### src/sv/adsr_pkg.sv
// ----------------------------------------------------------------------------
// ADSR envelope package
// Shared types, widths and codes for the envelope controller and datapath.
// ----------------------------------------------------------------------------
package adsr_pkg;

  localparam int SAMPLE_TIME_W = 32;
  localparam int DUR_W         = 24;
  localparam int SUS_W         = 17;
  localparam int PHASE_W       = 3;
  localparam int CFG_IDX_W     = 2;
  localparam int CFG_DATA_W    = 24;

  localparam logic [CFG_IDX_W-1:0] CFG_ATTACK  = 2'd0;
  localparam logic [CFG_IDX_W-1:0] CFG_DECAY   = 2'd1;
  localparam logic [CFG_IDX_W-1:0] CFG_SUSTAIN = 2'd2;
  localparam logic [CFG_IDX_W-1:0] CFG_RELEASE = 2'd3;

  localparam logic [SUS_W-1:0] SUSTAIN_RESET = 17'h10000;

  typedef enum logic [PHASE_W-1:0] {
    PH_ATTACK  = 3'd0,
    PH_DECAY   = 3'd1,
    PH_SUSTAIN = 3'd2,
    PH_RELEASE = 3'd3,
    PH_IDLE    = 3'd4
  } phase_e;

  typedef enum logic [3:0] {
    ST_IDLE,
    ST_ADJUST,
    ST_ELAPSE,
    ST_CHECK,
    ST_DIV_INIT,
    ST_DIV,
    ST_MUL1,
    ST_MUL2,
    ST_APPLY,
    ST_EMIT
  } ctrl_state_e;

  typedef struct packed {
    logic load_in;
    logic adjust;
    logic elapse;
    logic settle;
    logic div_init;
    logic div_step;
    logic mul1;
    logic mul2;
    logic apply;
    logic emit;
  } dp_cmd_t;

  typedef struct packed {
    logic need_div;
    logic div_last;
    logic is_attack;
    logic out_free;
  } dp_status_t;

endpackage

### src/sv/adsr_ctrl.sv
// ----------------------------------------------------------------------------
// ADSR envelope controller
// Sequences one sample through phase update, division, squaring and output.
// ----------------------------------------------------------------------------
module adsr_ctrl (
  input  logic                clk_i,
  input  logic                rst_ni,
  input  logic                in_valid_i,
  output logic                in_stall_o,
  input  adsr_pkg::dp_status_t status_i,
  output adsr_pkg::dp_cmd_t   cmd_o
);

  adsr_pkg::ctrl_state_e state_q, state_d;

  always_ff @(posedge clk_i or negedge rst_ni) begin
    if (!rst_ni) begin
      state_q <= adsr_pkg::ST_IDLE;
    end else begin
      state_q <= state_d;
    end
  end

  always_comb begin
    state_d    = state_q;
    cmd_o      = '0;
    in_stall_o = 1'b1;
    case (state_q)
      adsr_pkg::ST_IDLE: begin
        in_stall_o = 1'b0;
        if (in_valid_i) begin
          cmd_o.load_in = 1'b1;
          state_d       = adsr_pkg::ST_ADJUST;
        end
      end
      adsr_pkg::ST_ADJUST: begin
        cmd_o.adjust = 1'b1;
        state_d      = adsr_pkg::ST_ELAPSE;
      end
      adsr_pkg::ST_ELAPSE: begin
        cmd_o.elapse = 1'b1;
        state_d      = adsr_pkg::ST_CHECK;
      end
      adsr_pkg::ST_CHECK: begin
        if (status_i.need_div) begin
          state_d = adsr_pkg::ST_DIV_INIT;
        end else begin
          cmd_o.settle = 1'b1;
          state_d      = adsr_pkg::ST_EMIT;
        end
      end
      adsr_pkg::ST_DIV_INIT: begin
        cmd_o.div_init = 1'b1;
        state_d        = adsr_pkg::ST_DIV;
      end
      adsr_pkg::ST_DIV: begin
        cmd_o.div_step = 1'b1;
        if (status_i.div_last) begin
          state_d = adsr_pkg::ST_MUL1;
        end
      end
      adsr_pkg::ST_MUL1: begin
        cmd_o.mul1 = 1'b1;
        state_d    = status_i.is_attack ? adsr_pkg::ST_APPLY : adsr_pkg::ST_MUL2;
      end
      adsr_pkg::ST_MUL2: begin
        cmd_o.mul2 = 1'b1;
        state_d    = adsr_pkg::ST_APPLY;
      end
      adsr_pkg::ST_APPLY: begin
        cmd_o.apply = 1'b1;
        state_d     = adsr_pkg::ST_EMIT;
      end
      adsr_pkg::ST_EMIT: begin
        if (status_i.out_free) begin
          cmd_o.emit = 1'b1;
          state_d    = adsr_pkg::ST_IDLE;
        end
      end
      default: begin
        state_d = adsr_pkg::ST_IDLE;
      end
    endcase
  end

  a_cmd_onehot: assert property (@(posedge clk_i) disable iff (!rst_ni)
    $onehot0(cmd_o))
    else $error("More than one datapath command in one cycle.");

  a_div_to_mul: assert property (@(posedge clk_i) disable iff (!rst_ni)
    (state_q == adsr_pkg::ST_DIV && status_i.div_last) |=> state_q == adsr_pkg::ST_MUL1)
    else $error("Division did not hand over to the multiplier.");

  a_settle_emit: assert property (@(posedge clk_i) disable iff (!rst_ni)
    (state_q == adsr_pkg::ST_CHECK && !status_i.need_div) |=> state_q == adsr_pkg::ST_EMIT)
    else $error("A settled sample did not go to the output.");

  a_emit_idle: assert property (@(posedge clk_i) disable iff (!rst_ni)
    (state_q == adsr_pkg::ST_EMIT && status_i.out_free) |=> state_q == adsr_pkg::ST_IDLE)
    else $error("Controller did not return to idle after the output transfer.");

endmodule

### src/sv/adsr_datapath.sv
// ----------------------------------------------------------------------------
// ADSR envelope datapath
// Envelope state, configuration registers, divider, multiplier and output.
// ----------------------------------------------------------------------------
module adsr_datapath #(
  parameter int TIME_BITS       = 32,
  parameter int LEVEL_FRAC_BITS = 16
) (
  input  logic                                clk_i,
  input  logic                                rst_ni,
  input  logic                                cfg_we_i,
  input  logic [adsr_pkg::CFG_IDX_W-1:0]      cfg_index_i,
  input  logic [adsr_pkg::CFG_DATA_W-1:0]     cfg_data_i,
  input  logic [adsr_pkg::SAMPLE_TIME_W-1:0]  sample_time_i,
  input  logic                                first_sample_i,
  input  logic                                key_released_i,
  input  adsr_pkg::dp_cmd_t                   cmd_i,
  output adsr_pkg::dp_status_t                status_o,
  output logic                                out_valid_o,
  input  logic                                out_stall_i,
  output logic [LEVEL_FRAC_BITS:0]            level_o,
  output logic [adsr_pkg::PHASE_W-1:0]        phase_now_o
);

  localparam int LW    = LEVEL_FRAC_BITS + 1;
  localparam int PW    = 2 * LW;
  localparam int DW    = (TIME_BITS > adsr_pkg::SAMPLE_TIME_W) ? TIME_BITS
                                                               : adsr_pkg::SAMPLE_TIME_W;
  localparam int CW    = (TIME_BITS > adsr_pkg::DUR_W) ? TIME_BITS : adsr_pkg::DUR_W;
  localparam int SW    = (LW > adsr_pkg::SUS_W) ? LW : adsr_pkg::SUS_W;
  localparam int RW    = adsr_pkg::DUR_W + 1;
  localparam int CNT_W = $clog2(LW);
  localparam logic [LW-1:0] ONE = {1'b1, {LEVEL_FRAC_BITS{1'b0}}};

  logic [adsr_pkg::DUR_W-1:0]         attack_q, attack_d, decay_q, decay_d;
  logic [adsr_pkg::DUR_W-1:0]         release_q, release_d;
  logic [adsr_pkg::SUS_W-1:0]         sustain_q, sustain_d;
  adsr_pkg::phase_e                   phase_q, phase_d;
  logic [adsr_pkg::SAMPLE_TIME_W-1:0] start_q, start_d;
  logic [LW-1:0]                      held_q, held_d, last_q, last_d;

  logic [adsr_pkg::SAMPLE_TIME_W-1:0] now_q, now_d;
  logic                               first_q, first_d, rel_q, rel_d;
  logic [CW-1:0]                      el_q, el_d;
  logic [adsr_pkg::DUR_W-1:0]         dur_q, dur_d;
  logic [RW-1:0]                      rem_q, rem_d;
  logic [LW-1:0]                      quo_q, quo_d;
  logic [CNT_W-1:0]                   cnt_q, cnt_d;
  logic [PW-1:0]                      prod_q, prod_d;

  logic                               out_valid_q, out_valid_d;
  logic [LW-1:0]                      out_level_q, out_level_d;
  logic [adsr_pkg::PHASE_W-1:0]       out_phase_q, out_phase_d;

  adsr_pkg::phase_e                   ph_mid;
  logic [adsr_pkg::SAMPLE_TIME_W-1:0] start_mid;
  logic [DW-1:0]                      diff;
  logic [adsr_pkg::DUR_W-1:0]         dur_sel;
  logic                               ends;
  logic [SW-1:0]                      sus_ext;
  logic [LW-1:0]                      sus_sat;
  logic                               rem_ge;
  logic [RW-1:0]                      rem_sub;
  logic [LW-1:0]                      sq;
  logic [LW-1:0]                      mul_a, mul_b;

  always_ff @(posedge clk_i or negedge rst_ni) begin
    if (!rst_ni) begin
      attack_q    <= '0;
      decay_q     <= '0;
      sustain_q   <= adsr_pkg::SUSTAIN_RESET;
      release_q   <= '0;
      phase_q     <= adsr_pkg::PH_IDLE;
      start_q     <= '0;
      held_q      <= '0;
      last_q      <= '0;
      out_valid_q <= 1'b0;
    end else begin
      attack_q    <= attack_d;
      decay_q     <= decay_d;
      sustain_q   <= sustain_d;
      release_q   <= release_d;
      phase_q     <= phase_d;
      start_q     <= start_d;
      held_q      <= held_d;
      last_q      <= last_d;
      out_valid_q <= out_valid_d;
    end
  end

  always_ff @(posedge clk_i) begin
    now_q       <= now_d;
    first_q     <= first_d;
    rel_q       <= rel_d;
    el_q        <= el_d;
    dur_q       <= dur_d;
    rem_q       <= rem_d;
    quo_q       <= quo_d;
    cnt_q       <= cnt_d;
    prod_q      <= prod_d;
    out_level_q <= out_level_d;
    out_phase_q <= out_phase_d;
  end

  always_comb begin
    attack_d  = attack_q;
    decay_d   = decay_q;
    sustain_d = sustain_q;
    release_d = release_q;
    if (cfg_we_i) begin
      case (cfg_index_i)
        adsr_pkg::CFG_ATTACK:  attack_d  = cfg_data_i[adsr_pkg::DUR_W-1:0];
        adsr_pkg::CFG_DECAY:   decay_d   = cfg_data_i[adsr_pkg::DUR_W-1:0];
        adsr_pkg::CFG_SUSTAIN: sustain_d = cfg_data_i[adsr_pkg::SUS_W-1:0];
        adsr_pkg::CFG_RELEASE: release_d = cfg_data_i[adsr_pkg::DUR_W-1:0];
        default: begin
        end
      endcase
    end
  end

  always_comb begin
    ph_mid    = phase_q;
    start_mid = start_q;
    if (first_q) begin
      ph_mid    = adsr_pkg::PH_ATTACK;
      start_mid = '0;
    end
    if (rel_q && ph_mid != adsr_pkg::PH_RELEASE && ph_mid != adsr_pkg::PH_IDLE) begin
      ph_mid    = adsr_pkg::PH_RELEASE;
      start_mid = now_q;
    end
  end

  always_comb begin
    case (phase_q)
      adsr_pkg::PH_ATTACK:  dur_sel = attack_q;
      adsr_pkg::PH_DECAY:   dur_sel = decay_q;
      adsr_pkg::PH_RELEASE: dur_sel = release_q;
      default:              dur_sel = '0;
    endcase
  end

  assign diff    = DW'(now_q) - DW'(start_q);
  assign ends    = (dur_q == '0) || (el_q > CW'(dur_q));
  assign sus_ext = SW'(sustain_q);
  assign sus_sat = (sus_ext > SW'(ONE)) ? ONE : sus_ext[LW-1:0];
  assign rem_ge  = rem_q >= RW'(dur_q);
  assign rem_sub = rem_ge ? (rem_q - RW'(dur_q)) : rem_q;
  assign sq      = prod_q[2*LEVEL_FRAC_BITS:LEVEL_FRAC_BITS];

  always_comb begin
    if (cmd_i.mul1) begin
      mul_a = (phase_q == adsr_pkg::PH_DECAY) ? quo_q : (ONE - quo_q);
      mul_b = mul_a;
    end else begin
      mul_a = (phase_q == adsr_pkg::PH_RELEASE) ? held_q : (ONE - sus_sat);
      mul_b = sq;
    end
  end

  always_comb begin
    now_d   = now_q;
    first_d = first_q;
    rel_d   = rel_q;
    el_d    = el_q;
    dur_d   = dur_q;
    rem_d   = rem_q;
    quo_d   = quo_q;
    cnt_d   = cnt_q;
    prod_d  = prod_q;
    phase_d = phase_q;
    start_d = start_q;
    held_d  = held_q;
    last_d  = last_q;
    if (cmd_i.load_in) begin
      now_d   = sample_time_i;
      first_d = first_sample_i;
      rel_d   = key_released_i;
    end
    if (cmd_i.adjust) begin
      phase_d = ph_mid;
      start_d = start_mid;
    end
    if (cmd_i.elapse) begin
      el_d  = CW'(diff[TIME_BITS-1:0]);
      dur_d = dur_sel;
    end
    if (cmd_i.settle) begin
      case (phase_q)
        adsr_pkg::PH_ATTACK: begin
          phase_d = adsr_pkg::PH_DECAY;
          start_d = now_q;
          held_d  = ONE;
          last_d  = ONE;
        end
        adsr_pkg::PH_DECAY: begin
          phase_d = adsr_pkg::PH_SUSTAIN;
          start_d = now_q;
          held_d  = sus_sat;
          last_d  = sus_sat;
        end
        adsr_pkg::PH_SUSTAIN: begin
          held_d = sus_sat;
          last_d = sus_sat;
        end
        default: begin
          phase_d = adsr_pkg::PH_IDLE;
        end
      endcase
    end
    if (cmd_i.div_init) begin
      rem_d = RW'(el_q[adsr_pkg::DUR_W-1:0]);
      quo_d = '0;
      cnt_d = CNT_W'(LEVEL_FRAC_BITS);
    end
    if (cmd_i.div_step) begin
      rem_d = {rem_sub[RW-2:0], 1'b0};
      quo_d = {quo_q[LW-2:0], rem_ge};
      cnt_d = cnt_q - 1'b1;
    end
    if (cmd_i.mul1 || cmd_i.mul2) begin
      prod_d = PW'(mul_a) * PW'(mul_b);
    end
    if (cmd_i.apply) begin
      if (phase_q == adsr_pkg::PH_RELEASE) begin
        last_d = sq;
      end else begin
        held_d = ONE - sq;
        last_d = ONE - sq;
      end
    end
  end

  always_comb begin
    out_valid_d = out_valid_q && out_stall_i;
    out_level_d = out_level_q;
    out_phase_d = out_phase_q;
    if (cmd_i.emit) begin
      out_valid_d = 1'b1;
      out_level_d = last_q;
      out_phase_d = phase_q;
    end
  end

  assign status_o.need_div  = (phase_q == adsr_pkg::PH_ATTACK || phase_q == adsr_pkg::PH_DECAY
                               || phase_q == adsr_pkg::PH_RELEASE) && !ends;
  assign status_o.div_last  = (cnt_q == '0);
  assign status_o.is_attack = (phase_q == adsr_pkg::PH_ATTACK);
  assign status_o.out_free  = !out_valid_q || !out_stall_i;

  assign out_valid_o = out_valid_q;
  assign level_o     = out_level_q;
  assign phase_now_o = out_phase_q;

endmodule

### src/sv/adsr_envelope_generator.sv
// ----------------------------------------------------------------------------
// ADSR envelope generator
// One envelope level per audio sample, attack, decay, sustain and release.
// ----------------------------------------------------------------------------
// Usage: the input channel carries one sample per transfer (sample_time_i,
// first_sample_i, key_released_i) under in_valid_i and in_stall_o. Each
// sample gives exactly one result (level_o, phase_now_o) on the output
// channel under out_valid_o and out_stall_i. The configuration channel
// (cfg_valid_i, cfg_ready_o, cfg_index_i, cfg_data_i) writes attack, decay,
// sustain and release at indexes 0 to 3; it is always ready and should be
// used only while no sample is in flight.
// One sample is worked on at a time. A sample that ends or holds its phase
// goes from the input transfer through the adjust, elapse, check and emit
// states to its result, and the next sample can be taken once the controller
// is back in idle. A sample that computes a ratio runs the one-bit-per-cycle
// divider over the whole quotient and then the shared multiplier twice before
// the apply and emit states. Attack uses the multiplier only once.
// The output register lets the next sample be taken while a result waits.
// When the receiver stalls, the result holds and the controller waits
// before loading the following result. Reset clears the envelope to idle
// with level zero and loads the register defaults.
// ----------------------------------------------------------------------------
module adsr_envelope_generator #(
  parameter int TIME_BITS       = 32,
  parameter int LEVEL_FRAC_BITS = 16
) (
  input  logic                                clk_i,
  input  logic                                rst_ni,
  input  logic                                cfg_valid_i,
  output logic                                cfg_ready_o,
  input  logic [adsr_pkg::CFG_IDX_W-1:0]      cfg_index_i,
  input  logic [adsr_pkg::CFG_DATA_W-1:0]     cfg_data_i,
  input  logic                                in_valid_i,
  output logic                                in_stall_o,
  input  logic [adsr_pkg::SAMPLE_TIME_W-1:0]  sample_time_i,
  input  logic                                first_sample_i,
  input  logic                                key_released_i,
  output logic                                out_valid_o,
  input  logic                                out_stall_i,
  output logic [LEVEL_FRAC_BITS:0]            level_o,
  output logic [adsr_pkg::PHASE_W-1:0]        phase_now_o
);

  adsr_pkg::dp_cmd_t    cmd;
  adsr_pkg::dp_status_t status;
  logic                 cfg_we;

  assign cfg_ready_o = 1'b1;
  assign cfg_we      = cfg_valid_i && cfg_ready_o;

  adsr_ctrl u_ctrl (
    .clk_i      (clk_i),
    .rst_ni     (rst_ni),
    .in_valid_i (in_valid_i),
    .in_stall_o (in_stall_o),
    .status_i   (status),
    .cmd_o      (cmd)
  );

  adsr_datapath #(
    .TIME_BITS       (TIME_BITS),
    .LEVEL_FRAC_BITS (LEVEL_FRAC_BITS)
  ) u_datapath (
    .clk_i          (clk_i),
    .rst_ni         (rst_ni),
    .cfg_we_i       (cfg_we),
    .cfg_index_i    (cfg_index_i),
    .cfg_data_i     (cfg_data_i),
    .sample_time_i  (sample_time_i),
    .first_sample_i (first_sample_i),
    .key_released_i (key_released_i),
    .cmd_i          (cmd),
    .status_o       (status),
    .out_valid_o    (out_valid_o),
    .out_stall_i    (out_stall_i),
    .level_o        (level_o),
    .phase_now_o    (phase_now_o)
  );

endmodule
### config.mk
export PLATFORM = sky130hd
export DESIGN_NAME = adsr_envelope_generator
export DESIGN_NICKNAME = d
export VERILOG_FILES = /design/src/sv/adsr_pkg.sv /design/src/sv/adsr_ctrl.sv /design/src/sv/adsr_datapath.sv /design/src/sv/adsr_envelope_generator.sv
export SDC_FILE = /design/constraint.sdc
export NUM_CORES = 1
export LEC_CHECK = 0
export BUFFER_PORTS_ARGS = -buffer_cell sky130_fd_sc_hd__buf_4
export CAP_MARGIN = 0
export CORE_ASPECT_RATIO = 1.75
export CORE_MARGIN = 4
export CORE_UTILIZATION = 58
export DETAILED_ROUTE_END_ITERATION = 8
export GPL_TIMING_DRIVEN = 0
export PLACE_DENSITY = 0.75
export SYNTH_ARGS = -nofsm -noshare
export SYNTH_HDL_FRONTEND = slang
export SYNTH_SLANG_ARGS = --single-unit
export TNS_END_PERCENT = 20
### constraint.sdc
create_clock -name clk_i -period 11.05 [get_ports clk_i]
set_input_delay 1.105 -clock clk_i [delete_from_list [all_inputs] [get_ports clk_i]]
set_output_delay 1.105 -clock clk_i [all_outputs]
set_load 0.05 [all_outputs]
==> run metrics, run 1 <==
Data required, critical path=11.34 ns; FFs w/ async S/R, synth=48.37%; GP Congestion=1.036; drt first pass iters=6; Synth Cell Area=26880 um2; number of global-route vias before repair=22.53k; Area growth syn-to-layout=10.46%; # diodes=0; htree depth=2; via count=20.72k; RSZ-0062 raised after global routing=no; crit start category=flop; Post-Synthesis Cells=2712; count leader, synth=inv_1; post_cts resized=0; setup_tns=0 ns; end of the critical path=u_datapath.prod_q[29]; Tightest Hold Check Type=reg -> reg; Final ANT Viol Nets=0; top post-synthesis cells by area=edfxtp_1, fa_1, dfrtp_1, ha_1, inv_1; Final Net Count=3317; crit end category=flop; first-pass GRT wire length=123000 um; syn_nets=3185; Root Buffer=clkbuf_16; Clock Tree Buf Depth=3; Die Height=292.8 um; Remaining DRCs=0; critical path launch point=u_datapath.phase_q[0]; Post-DP HPWL=64040 um; f_max=0.09477 GHz; Period Utilization, post-route=95.50%; Core Footprint=45930 um2; Worst-path clk slew=0.06 ns; Final setup violation count=0; layout cell share with drive strength beyond 1=9.686%; WL/cell=22.92 um; Post-synth EDFFs=173; GRT Overall Usage=32.17%; Rows=104; DIE WIDTH=170.7 um; RR Startpoint=u_datapath.phase_q[0]; largest net degree at the start of global routing=104; Yosys top cell area share=19.33%; commonest cells in the synthesized netlist=inv_1, nand2_1, nor2_1, fa_1, ha_1; Max-cap violations=0; sequential share of the synthesized area=34.59%; outcome=completed; shortest period the worst path allows=10.55 ns; Iter 0 DRT Violations=1458; worst-path fanout max=10; Slew Limit Fails=0; Die ar.=49980 um2; Routed Wire Length=79130 um; Syn. warnings=0; r2r endpoint=u_datapath.prod_q[29]; CTS tree=built; num ports=88; CTS Buf Count=34; post-synthesis cell type count=80; Yosys top cell by area=edfxtp_1; internal reg-to-reg setup slack=0.50 ns; Arrival @ worst endpoint=10.84 ns; # Post-CTS Setup Buffers=0; Seq cells post-synth=337; Avg Synthesized Cell Area=9.910 um2; initial core utilization=58.51%; worst r2r path cells=31; clk sinks=337; critical path class=reg -> reg; crit-path max cell delay=0.80 ns; gr ovfl total=0; CP dominant cell by count=fa_1; PortBufs=86; Synth Flop Type=edfxtp_1; Slew @ Worst Pin=1.365 ns; Hold Fails Final Rpt=0; CP max stage cell=a31oi_1; CTS Hold Buffers Added=0; Rel. slew slack=8.185%; clock latency on the worst-skew pair=0.55 ns; initial antenna violation count=0; DR vias/cell=6.001; Final Util=64.63%; clk_skew=0.02739 ns
-- cell usage in the layout, fill, tap and decap left out, types with 24 or more instances in the layout --
cell       count
nor2_1       275
edfxtp_1     173
clkbuf_1      85
fa_1         223
buf_4         92
and2_1        25
clkbuf_16     37
nor3_1        43
and3_1        33
o21a_1        24
ha_1         185
a21o_1        51
nand2_1      278
nand3_1       26
mux2_2        90
xnor2_1       65
mux2i_1       68
xor2_1        32
inv_1        382
o21ai_0       75
dfrtp_1      161
a21oi_1      127
-- cell type report --
cell class                 instances  area [um2]
timing repair buffer              96       784.5
inverter                         382        1434
fill                            3697       16250
buffer                           102       401.6
multi-input combinational       1891       15770
clock inverter                    14       222.7
clock buffer                      48        1051
tap                              583       729.5
sequential                       337        9296
-- state kept, by name (all words and copies together), names as in the netlist, 24 cells and up --
signal,cells
u_datapath.attack_q,24
u_datapath.decay_q,24
u_datapath.dur_q,24
u_datapath.el_q,32
u_datapath.now_q,32
u_datapath.release_q,24
u_datapath.rem_q,25
u_datapath.start_q,32
-- worst min path at each step --
stage	from	endpoint	slack, ns	cells past startpoint
floorplan	u_datapath.phase_q[0]	u_datapath.phase_now_o[0]	0.42	0
global placement	u_datapath.last_q[14]	u_datapath.level_o[14]	0.43	0
detailed placement	u_datapath.last_q[16]	u_datapath.level_o[16]	0.44	0
CTS	u_datapath.last_q[16]	u_datapath.level_o[16]	0.45	0
global route	u_datapath.last_q[14]	u_datapath.level_o[14]	0.46	0
finish	u_datapath.last_q[16]	u_datapath.level_o[16]	0.45	0
-- cells by family (layout without fill, tap and decap cells) --
| kind of cell | count (synthesis) | count (layout) | share of synthesized area [%] |
|---|---|---|---|
| buf+inv | 484 | 642 | 6.825 |
| mux | 158 | 158 | 6.304 |
| fa+ha+maj | 408 | 408 | 25.22 |
| simple gates | 798 | 798 | 13.35 |
| other cells | 1 | 1 | 0.01395 |
| compound gates | 428 | 428 | 10.47 |
| xor+xnor | 98 | 98 | 3.222 |
| flops | 337 | 337 | 34.59 |
-- metal layers --
| metal | vias to the layer above | share of wire (%) | track usage (%) | wire [um] |
|---|---|---|---|---|
| li1 | 9364 | - | - | - |
| met5 | - | 0 | 0 | 0 |
| met4 | 0 | 11 | 27.54 | 8587 |
| met1 | 10250 | 32 | 30.65 | 24930 |
| met3 | 354 | 4.4 | 3.983 | 3479 |
| met2 | 756 | 53 | 59.39 | 42130 |
-- through the flow --
step | worst slack, ns | hold WS (ns) | instances | instance area, um2
global placement | 0.5658 | 0.4305 | 3381 | 28250
global route | 0.1046 | 0.4643 | 3453 | 29690
floorplan | 2.884 | 0.4231 | 2712 | 26880
detailed placement | 0.4814 | 0.4355 | 3391 | 28410
finish | 0.4977 | 0.4495 | 3453 | 29690
CTS | 0.4199 | 0.4526 | 3453 | 29680
-- worst max-delay path, delay by kind of cell (launching register included) --
kind,cells,cell delay (ns)
xor gates and xnor gates,1,0.24
adders and majority gates,7,3.47
and+or+nand+nor,7,1.42
DFF,1,0.41
buffers and inverters,9,1.96
AOI/OAI and AO/OA,7,2.76
Power of run 1 is left out: the tool's default activity adds up to more than one toggle a clock period on the data nets, which glitch-free logic cannot reach.
==> inputs of run 2 (changes only) <==
- RECOVER_POWER: unset -> 50
==> run metrics, run 2 (synthesis results as in run 1) <==
outcome=finished, violations left; violated checks=max-capacitance violations, max-slew violations; RSZ-0062 raised after global routing=no; Core Footprint=45930 um2 (unchanged); DR vias/cell=6.026 (+0.41%); internal reg-to-reg setup slack=0.52 ns (+0.02 ns); biggest regs=u_datapath.el_q: 32 flops, u_datapath.now_q: 32 flops, u_datapath.start_q: 32 flops; Clock Tree Buf Depth=3 (unchanged); DIE WIDTH=170.7 um (unchanged); drt first pass iters=5 (-1); Die Height=292.8 um (unchanged); Final Non-Filler Cells=3453 (unchanged); r2r endpoint=u_datapath.prod_q[29]; layout cell share with drive strength beyond 1=9.443% (-0.24 points); Hold Fails Final Rpt=0 (unchanged); CP max stage cell=a31oi_1; shortest period the worst path allows=10.53 ns (-0.01794 ns); Area after DPL=28410 um2 (unchanged); setup_tns=0 ns (unchanged); Root Buffer=clkbuf_16; Worst-path clk slew=0.06 ns (about the same); Crit path max-delay family=adder cells; Post-DP HPWL=64040 um (unchanged); CP dominant cell by count=fa_1; Max-cap violations=2 (+2); worst r2r path cells=31 (unchanged); Worst Path Buf+Inv=9 (unchanged); FILL cells=3709 (+0.32%); Placed Instances=3391 (unchanged); Tightest Hold Check Type=reg -> reg; GP Congestion=1.036 (unchanged); Arrival @ worst endpoint=10.82 ns (-0.02 ns); Period Utilization, post-route=95.33% (-0.16 points); clock latency on the worst-skew pair=0.55 ns (about the same); Hold Path End=u_datapath.level_o[16]; # diodes=0 (unchanged); f_max=0.09493 GHz (+0.17%); critical path class=reg -> reg; hold_sp=u_datapath.last_q[16]; clk sinks=337 (unchanged); first-pass GRT wire length=123000 um (unchanged); initial core utilization=58.51% (unchanged); Die ar.=49980 um2 (unchanged); WL/cell=22.95 um (+0.13%); Slew @ Worst Pin=5.554 ns (+4.189 ns); Data required, critical path=11.34 ns (about the same); initial antenna violation count=0 (unchanged); Slew Limit Fails=166 (+166); hold path cells=0 (unchanged); Routed Wire Length=79230 um (+0.13%); num ports=88 (unchanged); # Post-CTS Setup Buffers=0 (unchanged); Area growth syn-to-layout=10.24%; Final ANT Viol Nets=0 (unchanged); htree depth=2 (unchanged); Remaining DRCs=0 (unchanged); crit-path max cell delay=0.81 ns (about the same); Rows=104 (unchanged); CTS tree=built; via count=20.81k (+0.41%); GRT Overall Usage=32.17% (unchanged); largest net degree at the start of global routing=104 (unchanged); commonest non-fill, non-tap cells in the layout=inv_1, nand2_1, nor2_1; CTS Hold Buffers Added=0 (unchanged); PortBufs=86 (unchanged); worst-path fanout max=10 (unchanged); crit end category=flop; Final setup violation count=0 (unchanged); RR Startpoint=u_datapath.phase_q[0]; CTS Buf Count=34 (unchanged); clk_skew=0.02605 ns (-0.001341 ns); Final Net Count=3317 (unchanged); Rel. slew slack=-270.3% (-280 points); finished layout cell area=29630 um2 (-0.19%); commonest non-fill, non-tap cell in the layout=inv_1; number of global-route vias before repair=22.53k (unchanged); crit start category=flop; Iter 0 DRT Violations=1502 (+3.0%); Final Util=64.50% (-0.13 points); gr ovfl total=0 (unchanged)
[run 2: layout make-up]
class                   count  area, um2  area share [%]
flip-flops and latches    337       9296           31.38
clock inverters            14      222.7          0.7517
repair buffers             96      730.7           2.466
multi-input cells        1891      15760           53.20
inverters                 382       1434           4.840
clock buffers              48       1051           3.547
plain buffers             102      401.6           1.356
well taps                 583      729.5           2.462
[run 2: per-stage QoR]
stage	hold WS [ns]	worst slack [ns]
2_1_floorplan	0.4231	2.884
3_3_place_gp	0.4305	0.5658
3_5_place_dp	0.4355	0.4814
4_1_cts	0.4526	0.4199
5_1_grt	0.4643	0.1033
6_report	0.4513	0.5157
[run 2: worst max-delay path by stage]
stage	slack, ns	startpoint	end	cells past startpoint
after floorplan	2.88	u_datapath.quo_q[5]	u_datapath.prod_q[32]	25
after global placement	0.57	u_ctrl.state_q[2]	u_datapath.prod_q[32]	28
after detailed placement	0.48	u_ctrl.state_q[2]	u_datapath.prod_q[29]	28
after CTS	0.42	u_ctrl.state_q[2]	u_datapath.prod_q[29]	28
after global routing	0.10	u_datapath.phase_q[0]	u_datapath.prod_q[29]	31
final	0.52	u_datapath.phase_q[0]	u_datapath.prod_q[29]	31
[run 2: routing by layer]
| layer | GRT usage (%) | part of all wire [%] | vias up | routed length, um |
|---|---|---|---|---|
| met5 | 0 | 0 | - | 0 |
| met4 | 27.54 | 11 | 0 | 8774 |
| met3 | 3.983 | 4.5 | 377 | 3535 |
| met2 | 59.39 | 53 | 778 | 41990 |
| met1 | 30.65 | 31 | 10290 | 24930 |
| li1 | - | - | 9364 | - |
[run 2: repair_timing]
item	CTS	global route
endpoints found under the setup margin	0	2
gates resized for setup	0	1
hold endpoints to repair	0	0
Power of run 2 is left out for the same reason.
